$ cat src/rtl/printer_status_reply_parser_unit_defines.svh
// ----------------------------------------------------------------------------
// Assertion macros for the printer status reply parser
// Concurrent assertion shorthands for the one RTL file that checks itself.
// ----------------------------------------------------------------------------
`ifndef PRINTER_STATUS_REPLY_PARSER_UNIT_DEFINES_SVH
`define PRINTER_STATUS_REPLY_PARSER_UNIT_DEFINES_SVH

// Same-cycle implication, disabled while reset is asserted.
`define PRSP_ASSERT_NOW(label, clk, rst_n, ante, cons, msg) \
  label: assert property (@(posedge clk) disable iff (!rst_n) (ante) |-> (cons)) \
    else $error(msg);

// Next-cycle implication, disabled while reset is asserted.
`define PRSP_ASSERT_NEXT(label, clk, rst_n, ante, cons, msg) \
  label: assert property (@(posedge clk) disable iff (!rst_n) (ante) |=> (cons)) \
    else $error(msg);

`endif

$ cat src/rtl/prsp_pkg.sv
// ----------------------------------------------------------------------------
// Printer status reply parser package
// Shared types and character, status and offset constants.
// ----------------------------------------------------------------------------
`timescale 1ns / 1ps

package prsp_pkg;

  typedef enum logic [1:0] {
    KIND_POLL = 2'd0,
    KIND_BYTE = 2'd1,
    KIND_TICK = 2'd2,
    KIND_NONE = 2'd3
  } kind_t;

  typedef enum logic [1:0] {
    SCAN_LEAD = 2'd0,
    SCAN_IN   = 2'd1,
    SCAN_DONE = 2'd2
  } scan_phase_t;

  localparam logic [3:0] ST_BUSY      = 4'd0;
  localparam logic [3:0] ST_OK        = 4'd1;
  localparam logic [3:0] ST_NOPAPER   = 4'd2;
  localparam logic [3:0] ST_NORIBBON  = 4'd3;
  localparam logic [3:0] ST_PENDING   = 4'd4;
  localparam logic [3:0] ST_PAUSED    = 4'd5;
  localparam logic [3:0] ST_BUFFULL   = 4'd6;
  localparam logic [3:0] ST_HWFAULT   = 4'd7;
  localparam logic [3:0] ST_HEADOPEN  = 4'd8;
  localparam logic [3:0] ST_OFFLINE   = 4'd9;

  localparam logic [7:0] CHAR_ZERO  = 8'h30;
  localparam logic [7:0] CHAR_NINE  = 8'h39;
  localparam logic [7:0] CHAR_LF    = 8'h0A;
  localparam logic [7:0] CHAR_TAB   = 8'h09;
  localparam logic [7:0] CHAR_CR    = 8'h0D;
  localparam logic [7:0] CHAR_SPACE = 8'h20;
  localparam logic [7:0] CHAR_PLUS  = 8'h2B;
  localparam logic [7:0] CHAR_MINUS = 8'h2D;

  localparam int unsigned NUM_FLAGS = 8;
  // Byte offset of each flag character, flag bit i at entry i.
  localparam logic [6:0] FLAG_OFFSET [NUM_FLAGS] = '{
    7'd5, 7'd7, 7'd18, 7'd28, 7'd30, 7'd32, 7'd43, 7'd45
  };
  localparam int unsigned FLAG_NOPAPER  = 0;
  localparam int unsigned FLAG_PAUSED   = 1;
  localparam int unsigned FLAG_BUFFULL  = 2;
  localparam int unsigned FLAG_HW_LO    = 3;
  localparam int unsigned FLAG_HW_HI    = 5;
  localparam int unsigned FLAG_HEADOPEN = 6;
  localparam int unsigned FLAG_NORIBBON = 7;

  localparam logic [6:0]  NUM_OFFSET    = 7'd14;
  localparam logic [1:0]  LINES_NEEDED  = 2'd3;
  localparam logic [15:0] TIMEOUT_RESET = 16'd100;
  localparam logic [15:0] ELAPSED_MAX   = 16'hFFFF;

  typedef struct packed {
    kind_t      kind;
    logic [7:0] rx_byte;
  } item_t;

  typedef struct packed {
    logic [3:0] status;
    logic       send_query;
  } result_t;

endpackage

$ cat src/rtl/prsp_ifs.sv
// ----------------------------------------------------------------------------
// Printer status reply parser channel interfaces
// Valid/ready channels for poll items, results and the timeout register.
// ----------------------------------------------------------------------------
`timescale 1ns / 1ps

interface prsp_in_if;
  logic       valid;
  logic       ready;
  logic [1:0] kind;
  logic [7:0] rx_byte;
  modport source (output valid, output kind, output rx_byte, input ready);
  modport sink (input valid, input kind, input rx_byte, output ready);
endinterface

interface prsp_out_if;
  logic       valid;
  logic       ready;
  logic [3:0] status;
  logic       send_query;
  modport source (output valid, output status, output send_query, input ready);
  modport sink (input valid, input status, input send_query, output ready);
endinterface

interface prsp_cfg_if;
  logic        valid;
  logic        ready;
  logic [15:0] timeout_ticks;
  modport source (output valid, output timeout_ticks, input ready);
  modport sink (input valid, input timeout_ticks, output ready);
endinterface

$ cat src/rtl/prsp_in_stage.sv
// ----------------------------------------------------------------------------
// Printer status reply parser input stage
// Registers one incoming transaction until the parser can process it.
// ----------------------------------------------------------------------------
`timescale 1ns / 1ps

module prsp_in_stage (
  input  logic             clk,
  input  logic             rst_n,
  prsp_in_if.sink          in_chan,
  input  logic             advance,
  output logic             item_valid,
  output prsp_pkg::item_t  item
);

  logic            valid_r;
  logic            valid_nxt;
  prsp_pkg::item_t item_r;
  logic            take;

  // The register may refill in the same cycle that it drains.
  assign in_chan.ready = !valid_r || advance;
  assign take          = in_chan.valid && in_chan.ready;

  always_comb begin
    valid_nxt = valid_r;
    if (take) begin
      valid_nxt = 1'b1;
    end else if (advance) begin
      valid_nxt = 1'b0;
    end
  end

  always_ff @(posedge clk) begin
    if (!rst_n) begin
      valid_r <= 1'b0;
    end else begin
      valid_r <= valid_nxt;
    end
  end

  always_ff @(posedge clk) begin
    if (take) begin
      item_r.kind    <= prsp_pkg::kind_t'(in_chan.kind);
      item_r.rx_byte <= in_chan.rx_byte;
    end
  end

  assign item_valid = valid_r;
  assign item       = item_r;

endmodule

$ cat src/rtl/prsp_parse_core.sv
// ----------------------------------------------------------------------------
// Printer status reply parser core
// Holds the capture state and decides the result of each processed item.
// ----------------------------------------------------------------------------
`timescale 1ns / 1ps
`include "printer_status_reply_parser_unit_defines.svh"

module prsp_parse_core #(
  parameter int unsigned REPLY_LIMIT = 100
) (
  input  logic              clk,
  input  logic              rst_n,
  input  logic              cfg_write,
  input  logic [15:0]       cfg_timeout_ticks,
  input  logic              item_valid,
  input  prsp_pkg::item_t   item,
  output prsp_pkg::result_t result
);

  localparam logic [6:0] LIMIT = 7'(REPLY_LIMIT);

  logic                  waiting_r, waiting_nxt;
  logic [6:0]            byte_count_r, byte_count_nxt;
  logic [1:0]            line_count_r, line_count_nxt;
  logic [7:0]            flag_bits_r, flag_bits_nxt;
  prsp_pkg::scan_phase_t scan_phase_r, scan_phase_nxt;
  logic                  nonzero_r, nonzero_nxt;
  logic [15:0]           elapsed_r, elapsed_nxt;
  logic [15:0]           timeout_r;

  function automatic logic [3:0] priority_status(input logic [7:0] flags,
                                                 input logic nonzero);
    logic [3:0] st;
    if (flags[prsp_pkg::FLAG_NOPAPER]) begin
      st = prsp_pkg::ST_NOPAPER;
    end else if (flags[prsp_pkg::FLAG_NORIBBON]) begin
      st = prsp_pkg::ST_NORIBBON;
    end else if (nonzero) begin
      st = prsp_pkg::ST_PENDING;
    end else if (flags[prsp_pkg::FLAG_PAUSED]) begin
      st = prsp_pkg::ST_PAUSED;
    end else if (flags[prsp_pkg::FLAG_BUFFULL]) begin
      st = prsp_pkg::ST_BUFFULL;
    end else if (|flags[prsp_pkg::FLAG_HW_HI:prsp_pkg::FLAG_HW_LO]) begin
      st = prsp_pkg::ST_HWFAULT;
    end else if (flags[prsp_pkg::FLAG_HEADOPEN]) begin
      st = prsp_pkg::ST_HEADOPEN;
    end else begin
      st = prsp_pkg::ST_OK;
    end
    return st;
  endfunction

  logic c_digit, c_blank, c_sign, c_zero;

  assign c_digit = (item.rx_byte >= prsp_pkg::CHAR_ZERO) &&
                   (item.rx_byte <= prsp_pkg::CHAR_NINE);
  assign c_blank = (item.rx_byte == prsp_pkg::CHAR_SPACE) ||
                   ((item.rx_byte >= prsp_pkg::CHAR_TAB) &&
                    (item.rx_byte <= prsp_pkg::CHAR_CR));
  assign c_sign  = (item.rx_byte == prsp_pkg::CHAR_PLUS) ||
                   (item.rx_byte == prsp_pkg::CHAR_MINUS);
  assign c_zero  = (item.rx_byte == prsp_pkg::CHAR_ZERO);

  always_comb begin
    waiting_nxt       = waiting_r;
    byte_count_nxt    = byte_count_r;
    line_count_nxt    = line_count_r;
    flag_bits_nxt     = flag_bits_r;
    scan_phase_nxt    = scan_phase_r;
    nonzero_nxt       = nonzero_r;
    elapsed_nxt       = elapsed_r;
    result.status     = prsp_pkg::ST_BUSY;
    result.send_query = 1'b0;
    if (item_valid) begin
      unique case (item.kind)
        prsp_pkg::KIND_POLL: begin
          if (!waiting_r) begin
            waiting_nxt       = 1'b1;
            byte_count_nxt    = '0;
            line_count_nxt    = '0;
            flag_bits_nxt     = '0;
            scan_phase_nxt    = prsp_pkg::SCAN_LEAD;
            nonzero_nxt       = 1'b0;
            elapsed_nxt       = '0;
            result.send_query = 1'b1;
          end
        end
        prsp_pkg::KIND_BYTE: begin
          if (waiting_r) begin
            if (byte_count_r >= LIMIT) begin
              waiting_nxt   = 1'b0;
              result.status = prsp_pkg::ST_OFFLINE;
            end else begin
              for (int i = 0; i < prsp_pkg::NUM_FLAGS; i++) begin
                if ((byte_count_r == prsp_pkg::FLAG_OFFSET[i]) && !c_zero) begin
                  flag_bits_nxt[i] = 1'b1;
                end
              end
              // Number scan: skip leading blanks, accept one sign, then digits.
              if (byte_count_r >= prsp_pkg::NUM_OFFSET) begin
                if ((scan_phase_r == prsp_pkg::SCAN_LEAD) && c_blank) begin
                  scan_phase_nxt = prsp_pkg::SCAN_LEAD;
                end else if ((scan_phase_r == prsp_pkg::SCAN_LEAD) && c_sign) begin
                  scan_phase_nxt = prsp_pkg::SCAN_IN;
                end else if (scan_phase_r != prsp_pkg::SCAN_DONE) begin
                  if (c_digit) begin
                    scan_phase_nxt = prsp_pkg::SCAN_IN;
                    if (!c_zero) begin
                      nonzero_nxt = 1'b1;
                    end
                  end else begin
                    scan_phase_nxt = prsp_pkg::SCAN_DONE;
                  end
                end
              end
              byte_count_nxt = byte_count_r + 7'd1;
              if (item.rx_byte == prsp_pkg::CHAR_LF) begin
                line_count_nxt = line_count_r + 2'd1;
                if (line_count_nxt == prsp_pkg::LINES_NEEDED) begin
                  result.status = priority_status(flag_bits_nxt, nonzero_nxt);
                  waiting_nxt   = 1'b0;
                end
              end
            end
          end
        end
        prsp_pkg::KIND_TICK: begin
          if (waiting_r) begin
            if (elapsed_r != prsp_pkg::ELAPSED_MAX) begin
              elapsed_nxt = elapsed_r + 16'd1;
            end
            if (elapsed_nxt > timeout_r) begin
              waiting_nxt   = 1'b0;
              result.status = prsp_pkg::ST_OFFLINE;
            end
          end
        end
        default: begin
        end
      endcase
    end
  end

  always_ff @(posedge clk) begin
    if (!rst_n) begin
      waiting_r    <= 1'b0;
      byte_count_r <= '0;
      line_count_r <= '0;
      flag_bits_r  <= '0;
      scan_phase_r <= prsp_pkg::SCAN_LEAD;
      nonzero_r    <= 1'b0;
      elapsed_r    <= '0;
      timeout_r    <= prsp_pkg::TIMEOUT_RESET;
    end else begin
      waiting_r    <= waiting_nxt;
      byte_count_r <= byte_count_nxt;
      line_count_r <= line_count_nxt;
      flag_bits_r  <= flag_bits_nxt;
      scan_phase_r <= scan_phase_nxt;
      nonzero_r    <= nonzero_nxt;
      elapsed_r    <= elapsed_nxt;
      if (cfg_write) begin
        timeout_r <= cfg_timeout_ticks;
      end
    end
  end

  `PRSP_ASSERT_NEXT(a_final_status_goes_idle, clk, rst_n, item_valid && (result.status != prsp_pkg::ST_BUSY), !waiting_r, "final status did not return the parser to idle")
  `PRSP_ASSERT_NEXT(a_query_clears_capture, clk, rst_n, item_valid && result.send_query, waiting_r && (byte_count_r == '0) && (flag_bits_r == '0), "query start did not clear capture")
  `PRSP_ASSERT_NOW(a_byte_count_bounded, clk, rst_n, 1'b1, byte_count_r <= LIMIT, "byte count passed the reply limit")
  `PRSP_ASSERT_NOW(a_no_fourth_line, clk, rst_n, waiting_r, line_count_r != prsp_pkg::LINES_NEEDED, "still waiting after the third line feed")

endmodule

$ cat src/rtl/prsp_out_stage.sv
// ----------------------------------------------------------------------------
// Printer status reply parser output stage
// Result register that holds a finished result until the sink takes it.
// ----------------------------------------------------------------------------
`timescale 1ns / 1ps

module prsp_out_stage (
  input  logic              clk,
  input  logic              rst_n,
  input  logic              load,
  input  prsp_pkg::result_t result,
  output logic              has_space,
  prsp_out_if.source        out_chan
);

  logic              valid_r, valid_nxt;
  prsp_pkg::result_t result_r;

  assign has_space = !valid_r || out_chan.ready;

  always_comb begin
    valid_nxt = valid_r;
    if (load) begin
      valid_nxt = 1'b1;
    end else if (out_chan.ready) begin
      valid_nxt = 1'b0;
    end
  end

  always_ff @(posedge clk) begin
    if (!rst_n) begin
      valid_r <= 1'b0;
    end else begin
      valid_r <= valid_nxt;
    end
  end

  always_ff @(posedge clk) begin
    if (load) begin
      result_r <= result;
    end
  end

  assign out_chan.valid      = valid_r;
  assign out_chan.status     = result_r.status;
  assign out_chan.send_query = result_r.send_query;

endmodule

$ cat src/rtl/printer_status_reply_parser_unit.sv
// ----------------------------------------------------------------------------
// Printer status reply parser unit
// Polls a label printer and turns its three-line status reply into a code.
// ----------------------------------------------------------------------------
// Each input transaction is a poll request, one received reply byte or one
// centisecond tick, and each produces exactly one result transaction. A poll
// while idle returns send_query = 1 and starts a capture; bytes and ticks then
// return status 0 (in progress) until the third line feed, which returns the
// priority-encoded printer status, or until the reply overruns REPLY_LIMIT
// bytes or the tick count exceeds timeout_ticks, which returns 9 (offline).
// The unit takes one transaction per clock cycle while results drain freely:
// each sits in the input register, then makes one pass through the parser logic
// into the result register. A full result register that is not being drained
// stalls the input register, and the input channel only backs up when both are
// occupied. The timeout register resets to 100 and may be written at any time
// the unit is idle; its write channel is always ready.
`timescale 1ns / 1ps

module printer_status_reply_parser_unit #(
  parameter int unsigned REPLY_LIMIT = 100
) (
  input  logic        clk,
  input  logic        rst_n,
  prsp_in_if.sink     in_chan,
  prsp_out_if.source  out_chan,
  prsp_cfg_if.sink    cfg_chan
);

  logic              item_valid;
  prsp_pkg::item_t   item;
  prsp_pkg::result_t result;
  logic              out_space;
  logic              advance;

  // The register write needs no flow control, so the channel never stalls.
  assign cfg_chan.ready = 1'b1;

  // An item moves through the parser only when the result register can
  // take its result; the capture state updates on exactly those cycles.
  assign advance = item_valid && out_space;

  prsp_in_stage u_in_stage (
    .clk        (clk),
    .rst_n      (rst_n),
    .in_chan    (in_chan),
    .advance    (advance),
    .item_valid (item_valid),
    .item       (item)
  );

  prsp_parse_core #(
    .REPLY_LIMIT (REPLY_LIMIT)
  ) u_parse_core (
    .clk               (clk),
    .rst_n             (rst_n),
    .cfg_write         (cfg_chan.valid),
    .cfg_timeout_ticks (cfg_chan.timeout_ticks),
    .item_valid        (advance),
    .item              (item),
    .result            (result)
  );

  prsp_out_stage u_out_stage (
    .clk       (clk),
    .rst_n     (rst_n),
    .load      (advance),
    .result    (result),
    .has_space (out_space),
    .out_chan  (out_chan)
  );

endmodule

$ cat src/flat_wrapper.sv
// flat-port wrapper written by rule: the top's interface ports become plain ports
module printer_status_reply_parser_unit_flat 
#(
  parameter int unsigned REPLY_LIMIT = 100
)
  (clk, rst_n, in_chan_valid, in_chan_kind, in_chan_rx_byte, in_chan_ready, out_chan_valid, out_chan_status, out_chan_send_query, out_chan_ready, cfg_chan_valid, cfg_chan_timeout_ticks, cfg_chan_ready);
  prsp_in_if in_chan_i ();
  prsp_out_if out_chan_i ();
  prsp_cfg_if cfg_chan_i ();
  input  logic clk;
  input  logic rst_n;
  input wire logic [$bits(in_chan_i.valid)-1:0] in_chan_valid;
  input wire logic [$bits(in_chan_i.kind)-1:0] in_chan_kind;
  input wire logic [$bits(in_chan_i.rx_byte)-1:0] in_chan_rx_byte;
  output wire logic [$bits(in_chan_i.ready)-1:0] in_chan_ready;
  output wire logic [$bits(out_chan_i.valid)-1:0] out_chan_valid;
  output wire logic [$bits(out_chan_i.status)-1:0] out_chan_status;
  output wire logic [$bits(out_chan_i.send_query)-1:0] out_chan_send_query;
  input wire logic [$bits(out_chan_i.ready)-1:0] out_chan_ready;
  input wire logic [$bits(cfg_chan_i.valid)-1:0] cfg_chan_valid;
  input wire logic [$bits(cfg_chan_i.timeout_ticks)-1:0] cfg_chan_timeout_ticks;
  output wire logic [$bits(cfg_chan_i.ready)-1:0] cfg_chan_ready;
  assign in_chan_i.valid = in_chan_valid;
  assign in_chan_i.kind = in_chan_kind;
  assign in_chan_i.rx_byte = in_chan_rx_byte;
  assign in_chan_ready = in_chan_i.ready;
  assign out_chan_valid = out_chan_i.valid;
  assign out_chan_status = out_chan_i.status;
  assign out_chan_send_query = out_chan_i.send_query;
  assign out_chan_i.ready = out_chan_ready;
  assign cfg_chan_i.valid = cfg_chan_valid;
  assign cfg_chan_i.timeout_ticks = cfg_chan_timeout_ticks;
  assign cfg_chan_ready = cfg_chan_i.ready;
  printer_status_reply_parser_unit #(.REPLY_LIMIT(REPLY_LIMIT)) u_core (.clk(clk), .rst_n(rst_n), .in_chan(in_chan_i), .out_chan(out_chan_i), .cfg_chan(cfg_chan_i));
endmodule
$ cat config.mk
export PLATFORM = sky130hd
export DESIGN_NAME = printer_status_reply_parser_unit_flat
export DESIGN_NICKNAME = d
export VERILOG_FILES = /design/src/rtl/prsp_pkg.sv /design/src/rtl/prsp_ifs.sv /design/src/rtl/prsp_in_stage.sv /design/src/rtl/prsp_parse_core.sv /design/src/rtl/prsp_out_stage.sv /design/src/rtl/printer_status_reply_parser_unit.sv /design/src/flat_wrapper.sv
export VERILOG_INCLUDE_DIRS = /design/src /design/src/rtl
export SDC_FILE = /design/constraint.sdc
export NUM_CORES = 1
export LEC_CHECK = 0
export ABC_AREA = 0
export BUFFER_PORTS_ARGS = -buffer_cell sky130_fd_sc_hd__buf_2
export CORE_MARGIN = 10
export CORE_UTILIZATION = 63
export CTS_CLUSTER_DIAMETER = 40
export DETAILED_ROUTE_END_ITERATION = 12
export PLACE_DENSITY_LB_ADDON = 0.1
export SYNTH_ARGS = -nofsm -noshare
export SYNTH_HDL_FRONTEND = slang
export SYNTH_HIERARCHICAL = 1
export SYNTH_SLANG_ARGS = --single-unit
$ cat constraint.sdc
create_clock -name clk -period 7.45 [get_ports clk]
set_clock_uncertainty 0.2 [all_clocks]
set_input_delay 1.1175 -clock clk [delete_from_list [all_inputs] [get_ports clk]]
set_output_delay 1.1175 -clock clk [all_outputs]
set_load 0.1 [all_outputs]
# Word-level counts from Yosys, hierarchy flattened
# Index checks and enable logic that the tools add are counted.
word_totals:
  regBits: 70
  in_bits: 31
classes:
  add_sub_neg: 3
  n_lt_le_gt_ge: 7
  eq_ne: 25
  muxes: 108
  n_reduce_logical: 34
ops:
  columns: ["operator", "n"]
  rows:
  - ["$mux W16", 6]
  - ["$mux W1", 64]
  - ["$mux W4", 13]
  - ["$eq A8 B6 Y1 const B", 4]
  - ["$pmux W16 S2", 1]
  - ["$mux W8", 3]
  - ["$mux W2", 11]
  - ["$eq A7 B5 Y1 const B", 3]
  - ["$eq A7 B6 Y1 const B", 3]
  - ["$mux W7", 3]
  - ["$add A16 B1 Y16 const B", 1]
  - ["$gt A16 B16 Y1", 1]
  - ["$ne A16 B16 Y1 const B", 1]
  - ["$pmux W8 S2", 1]
  - ["$eq A7 B3 Y1 const B", 2]
  - ["$logic_and A1 B1 Y1", 14]
  - ["$ne A2 B2 Y1 const B", 7]
  - ["$pmux W7 S2", 1]
  - ["$eq A8 B4 Y1 const B", 1]
  - ["$ge A8 B4 Y1 const B", 1]
  - ["$ge A8 B6 Y1 const B", 1]
  - ["$le A8 B4 Y1 const B", 1]
  - ["$le A8 B6 Y1 const B", 1]
  - ["$pmux W2 S2", 2]
  - ["other kinds (21)", 31]

# Logic depth before layout (Yosys ltp)
depth:
  depth_word: 20
  mapped_depth: 14
  depth_no_buf: 13

# Hierarchy
# Netlist, hierarchy kept.
modules_own_cells:
  columns: ["module", "n_inst", "cells_per_inst", "area_per_inst_um2", "seq_area_each_um2"]
  rows:
  - ["prsp_parse_core", 1, 422, 3425.8, 1061.0]
  - ["prsp_in_stage", 1, 15, 357.8, 320.3]
  - ["prsp_out_stage", 1, 9, 198.9, 170.2]
  - ["printer_status_reply_parser_unit", 1, 3, 17.5, 0.0]

# Least setup slack after synthesis
# Ideal clock, no wire load.
synth_timing:
  kind: "input to output"
  start: "input port out_chan_ready"
  end: "output port in_chan_ready"
  t_arrival_ps: 1875
  required_ps: 6133
  setup_slack_ps: 4257
  stages: 3
  n_path_buf: 0
  cell_sequence: "nand2b_4 -> and2_1 -> nand2b_4"
synth_between:
  elab_chain_len: 3
synth_lines:
  columns: ["element", "line_no", "text"]
  rows:
  - ["start: declaration", "flat_wrapper.sv:19", "input wire logic [$bits(out_chan_i.ready)-1:0] out_chan_ready;"]
  - ["$logic_or A1 B1 Y1", "prsp_out_stage.sv:19", "assign has_space = !valid_r || out_chan.ready;"]
  - ["$logic_and A1 B1 Y1", "printer_status_reply_parser_unit.sv:40", "assign advance = item_valid && out_space;"]
  - ["named net u_core.advance", "printer_status_reply_parser_unit.sv:33", "logic advance;"]
  - ["$logic_or A1 B1 Y1", "prsp_in_stage.sv:22", "assign in_chan.ready = !valid_r || advance;"]
  - ["end: declaration", "flat_wrapper.sv:15", "output wire logic [$bits(in_chan_i.ready)-1:0] in_chan_ready;"]
# The timed path passes the listed nets, and every way through them passes these cells.

# Worst setup path in the final report
layout_timing:
  start: "input port out_chan_ready"
  end: "output port in_chan_ready"
layout_between:
  elab_chain_len: 3
layout_lines:
  columns: ["element", "line_no", "text"]
  rows:
  - ["$logic_or A1 B1 Y1", "prsp_out_stage.sv:19", null]
  - ["named net u_core.out_space", "printer_status_reply_parser_unit.sv:32", "logic out_space;"]
  - ["$logic_and A1 B1 Y1", "printer_status_reply_parser_unit.sv:40", null]
  - ["named net u_core.advance", "printer_status_reply_parser_unit.sv:33", null]
  - ["$logic_or A1 B1 Y1", "prsp_in_stage.sv:22", null]
# The timed path passes the listed nets, and every way through them passes these cells.

==> impl_results.md <==
- Fillers: ~470
- Post-DRT Antenna Nets: 0
- Seq/Total Area, Yosys: 0.388
- Synth Area in Adders: 0.0813
- Slew headroom: 0.513
- Pwr Total: around 0.74 mW
- Inserted Clock Buffers: 9
- WP buf/inv: 2
- Leakage: approximately 1.8 nW
- Synth-to-Final Area Change: 8.16%
- Switch Pwr: approximately 0.2 mW
- Commonest non-fill, non-tap cells in the layout: dfxtp_1, nor2_1, buf_2, nand2_1, ha_1
- Crit. Startpoint: out_chan_ready
- CTS Root Buffer Type: clkbuf_8
- WS Path Type: input pin to output pin
- Yosys top cell by area: dfxtp_1
- Layout Utilization: 0.718
- Post-synth top area share: 0.275
- Area taken by multi-input logic gates: around 2200 µm²
- Worst EP required: 6.13 ns
- DR iter-0 viols: ~270
- Worst Max-Slew Pin Slew: 0.721 ns
- Part of the power in registers: 0.549
- TritonCTS clock tree: built
- Final RePlAce weighted congestion: 0.945
- Post-Synthesis Cells: approximately 450
- FF-to-FF setup slack: approximately 3.8 ns
- Final min period: 3.78 ns
- Worst VDD drop: approximately 0.13 mV
- Internal power: roughly 0.54 mW
- Final setup vio count: 0
- I/O pin total: 39
- GR Overflow Total: 0
- Max Clk Rate: between 200 and 300 MHz
- Primary FF master, synth: dfxtp_1
- Cell depth of the worst flop-to-flop path: 12
- Hold slack final: about 0.26 ns
- Synth top area cells: dfxtp_1, edfxtp_1, ha_1, nor2_1, nand2_1
- Syn Std Cell Area: about 4000 µm²
- Vias in the first global route: approximately 3100
- Die X: roughly 100 µm
- Simple-gate share of the synthesized area: 0.232
- Slowest CP cell: and2_1
- DRC Markers: 0
- Critical Path End: in_chan_ready
- Comb pwr share: 0.104
- DR WL/cell: roughly 15 µm
- Sw Share: 0.267
- Clock transition at the registers of the reported paths: roughly 0.07 ns
- GR Util All Layers: 0.170
- Worst-Skew Late Latency: around 0.34 ns
- CP cell instances: buf_2 -> nand2b_4 -> and2_1 -> nand2b_4 -> buf_2
- Syn. warnings: 6
- Worst slack, placed: roughly 3.7 ns
- Antenna cell count: 0
- Hold crit path type: flip-flop to flip-flop
- Storage cell area: roughly 1600 µm²
- Critical Path End Type: output pin
- DP Wirelength: slightly above 6000 µm
- Syn Nets: just over 500
- Layout cells sized above 1: 0.147
- Total routed wirelength: 8320 µm
- GR Layer Usage met3: 0.0464
- Cell family with the largest share of critical-path delay: simple AND/OR/NAND/NOR gates
- H-tree levels: 3
- Starting Density: 0.664
- Final hold violations: 0
- Max Root-Sink Buffers: 2
- Post-synthesis mux area share: 0.0438
- # rows: 28
- # Post-CTS Setup Buffers: 0
- Largest net degree at the start of global routing: 20
- CTS resizes: 0
- Clk network pwr share: 0.347
- Unrepaired setup endpoints after global routing: false
- Antenna violations before repair: 0
- M2 GR Usage: 0.235
- Final worst slack: 3.67 ns
- Fin. max-slew vios: 0
- DR vias: about 3300
- Synth Area in Compound Gates: 0.165
- Core Footprint: approximately 6000 µm²
- I/O Buffers: 37
- Reg2reg start: u_core/u_parse_core/elapsed_r[3]
- Worst EP arrival: around 2.5 ns
- Height of the die: about 100 µm
- Slowest cell delay on critical path: around 0.48 ns
- Xor and xnor area share after synthesis: 0.0350
- Most common cell after layout, fill and taps aside: dfxtp_1
- Power Density: between 150 and 200 nW/µm²
- Max_cap viols: 0
- Tcrit/Tclk final: 0.507
- Worst Path Max Fanout: 17
- Cts hold-fix bufs: 0
- Asr flop ratio synth: 0
- Largest family of logic cells by synthesized area: simple AND/OR/NAND/NOR gates
- #FFs+latches synth: 70
- CP Depth: 5
- Met1 Usage GRT: 0.244
- First drt pass iteration count: 5
- First-pass GRT wire length: approximately 14000 µm
- Via density: around 6
- Setup TNS: 0 ns
- Sinks on Clock Net: 70
- CP Launch Type: input pin
- Crit Reg-Reg Endpoint: u_core/u_out_stage/out_chan.status[0]
- Global route hottest layer: met1
- Syn avg cell area: ~8.9 µm²
- Count of cell types in the netlist: 71
- Die area: 9940 µm²
- Layout net count: about 530
- Min-delay src: u_core/u_parse_core/line_count_r[0]
- Status: completed
- Post-synth EDFFs: 15
## layer usage
metal,up-vias,part of all wire
met2,116,0.42
met5,-,0
met4,0,0.011
li1,1669,-
met1,1519,0.50
met3,10,0.066
## kinds of logic after synthesis
group	after synthesis
buf+inv	47
flops	70
compound gates	96
xor+xnor	16
mux	17
fa+ha+maj	26
other cells	1
simple gates	176
## through the flow
stage | area [µm²] | cells
after CTS | 4330 | 557
after global routing | 4330 | 557
after detailed placement | 4170 | 541
after floorplan | 4000 | 449
final | 4330 | 557
after global placement | 4170 | 541
## how the worst min path moves through the flow
| stage | cells after the start | to |
|---|---|---|
| 2_1_floorplan | 2 | u_core/u_parse_core/flag_bits_r[5] |
| 3_3_place_gp | 2 | u_core/u_parse_core/line_count_r[0] |
| 3_5_place_dp | 2 | u_core/u_parse_core/line_count_r[1] |
| 4_1_cts | 2 | u_core/u_parse_core/line_count_r[1] |
| 5_1_grt | 2 | u_core/u_parse_core/line_count_r[1] |
| 6_report | 2 | u_core/u_parse_core/line_count_r[0] |
## area by class of cell
type                       count  area share
clock buffer                  11      0.0304
tap                           75      0.0217
sequential                    70       0.359
inverter                      26      0.0226
multi-input combinational    332       0.516
timing repair buffer          38      0.0445
clock inverter                 5     0.00607
## power groups by stage
stage,registers (mW),logic (mW),clock network [mW]
after CTS,0.408,0.0773,0.262
after floorplan,0.426,0.0470,0
after detailed placement,0.416,0.0769,0
final,0.408,0.0772,0.257
after global routing,0.409,0.0863,0.276
after global placement,0.416,0.0750,0
## state kept, by name, indices dropped and copies added (netlist names), 2 cells and up
name	cells
u_core/u_parse_core/elapsed_r	16
u_core/u_parse_core/timeout_r	16
u_core/u_in_stage/item	10
u_core/u_parse_core/flag_bits_r	8
u_core/u_parse_core/byte_count_r	7
u_core/u_out_stage/out_chan.status	4
u_core/u_parse_core/line_count_r	2
u_core/u_parse_core/scan_phase_r	2
## synthesized netlist by cell type (4+ instances only)
cell type	number
ha_1	26
xor2_1	8
nor3_1	9
nor3b_1	4
inv_1	25
a41oi_1	5
nand3_1	18
a21oi_1	22
edfxtp_1	15
a31oi_1	10
clkbuf_1	10
nand2_1	37
and2_1	6
mux2i_1	13
o21ai_0	16
xnor2_1	8
or3_1	4
nor2b_1	7
o21ai_1	6
dfxtp_1	55
o211ai_1	5
nand4_1	12
o31ai_1	6
nor2_1	52
## worst reg2reg max path, delay by kind of cell, from the launching register on
kind	cells	cell delay, ns
fa+ha+maj	1	0.30
flops	1	0.47
mux	1	0.33
simple gates	8	1.78
compound gates	2	0.39
No activity file was read; power rests on OpenSTA's default activity.
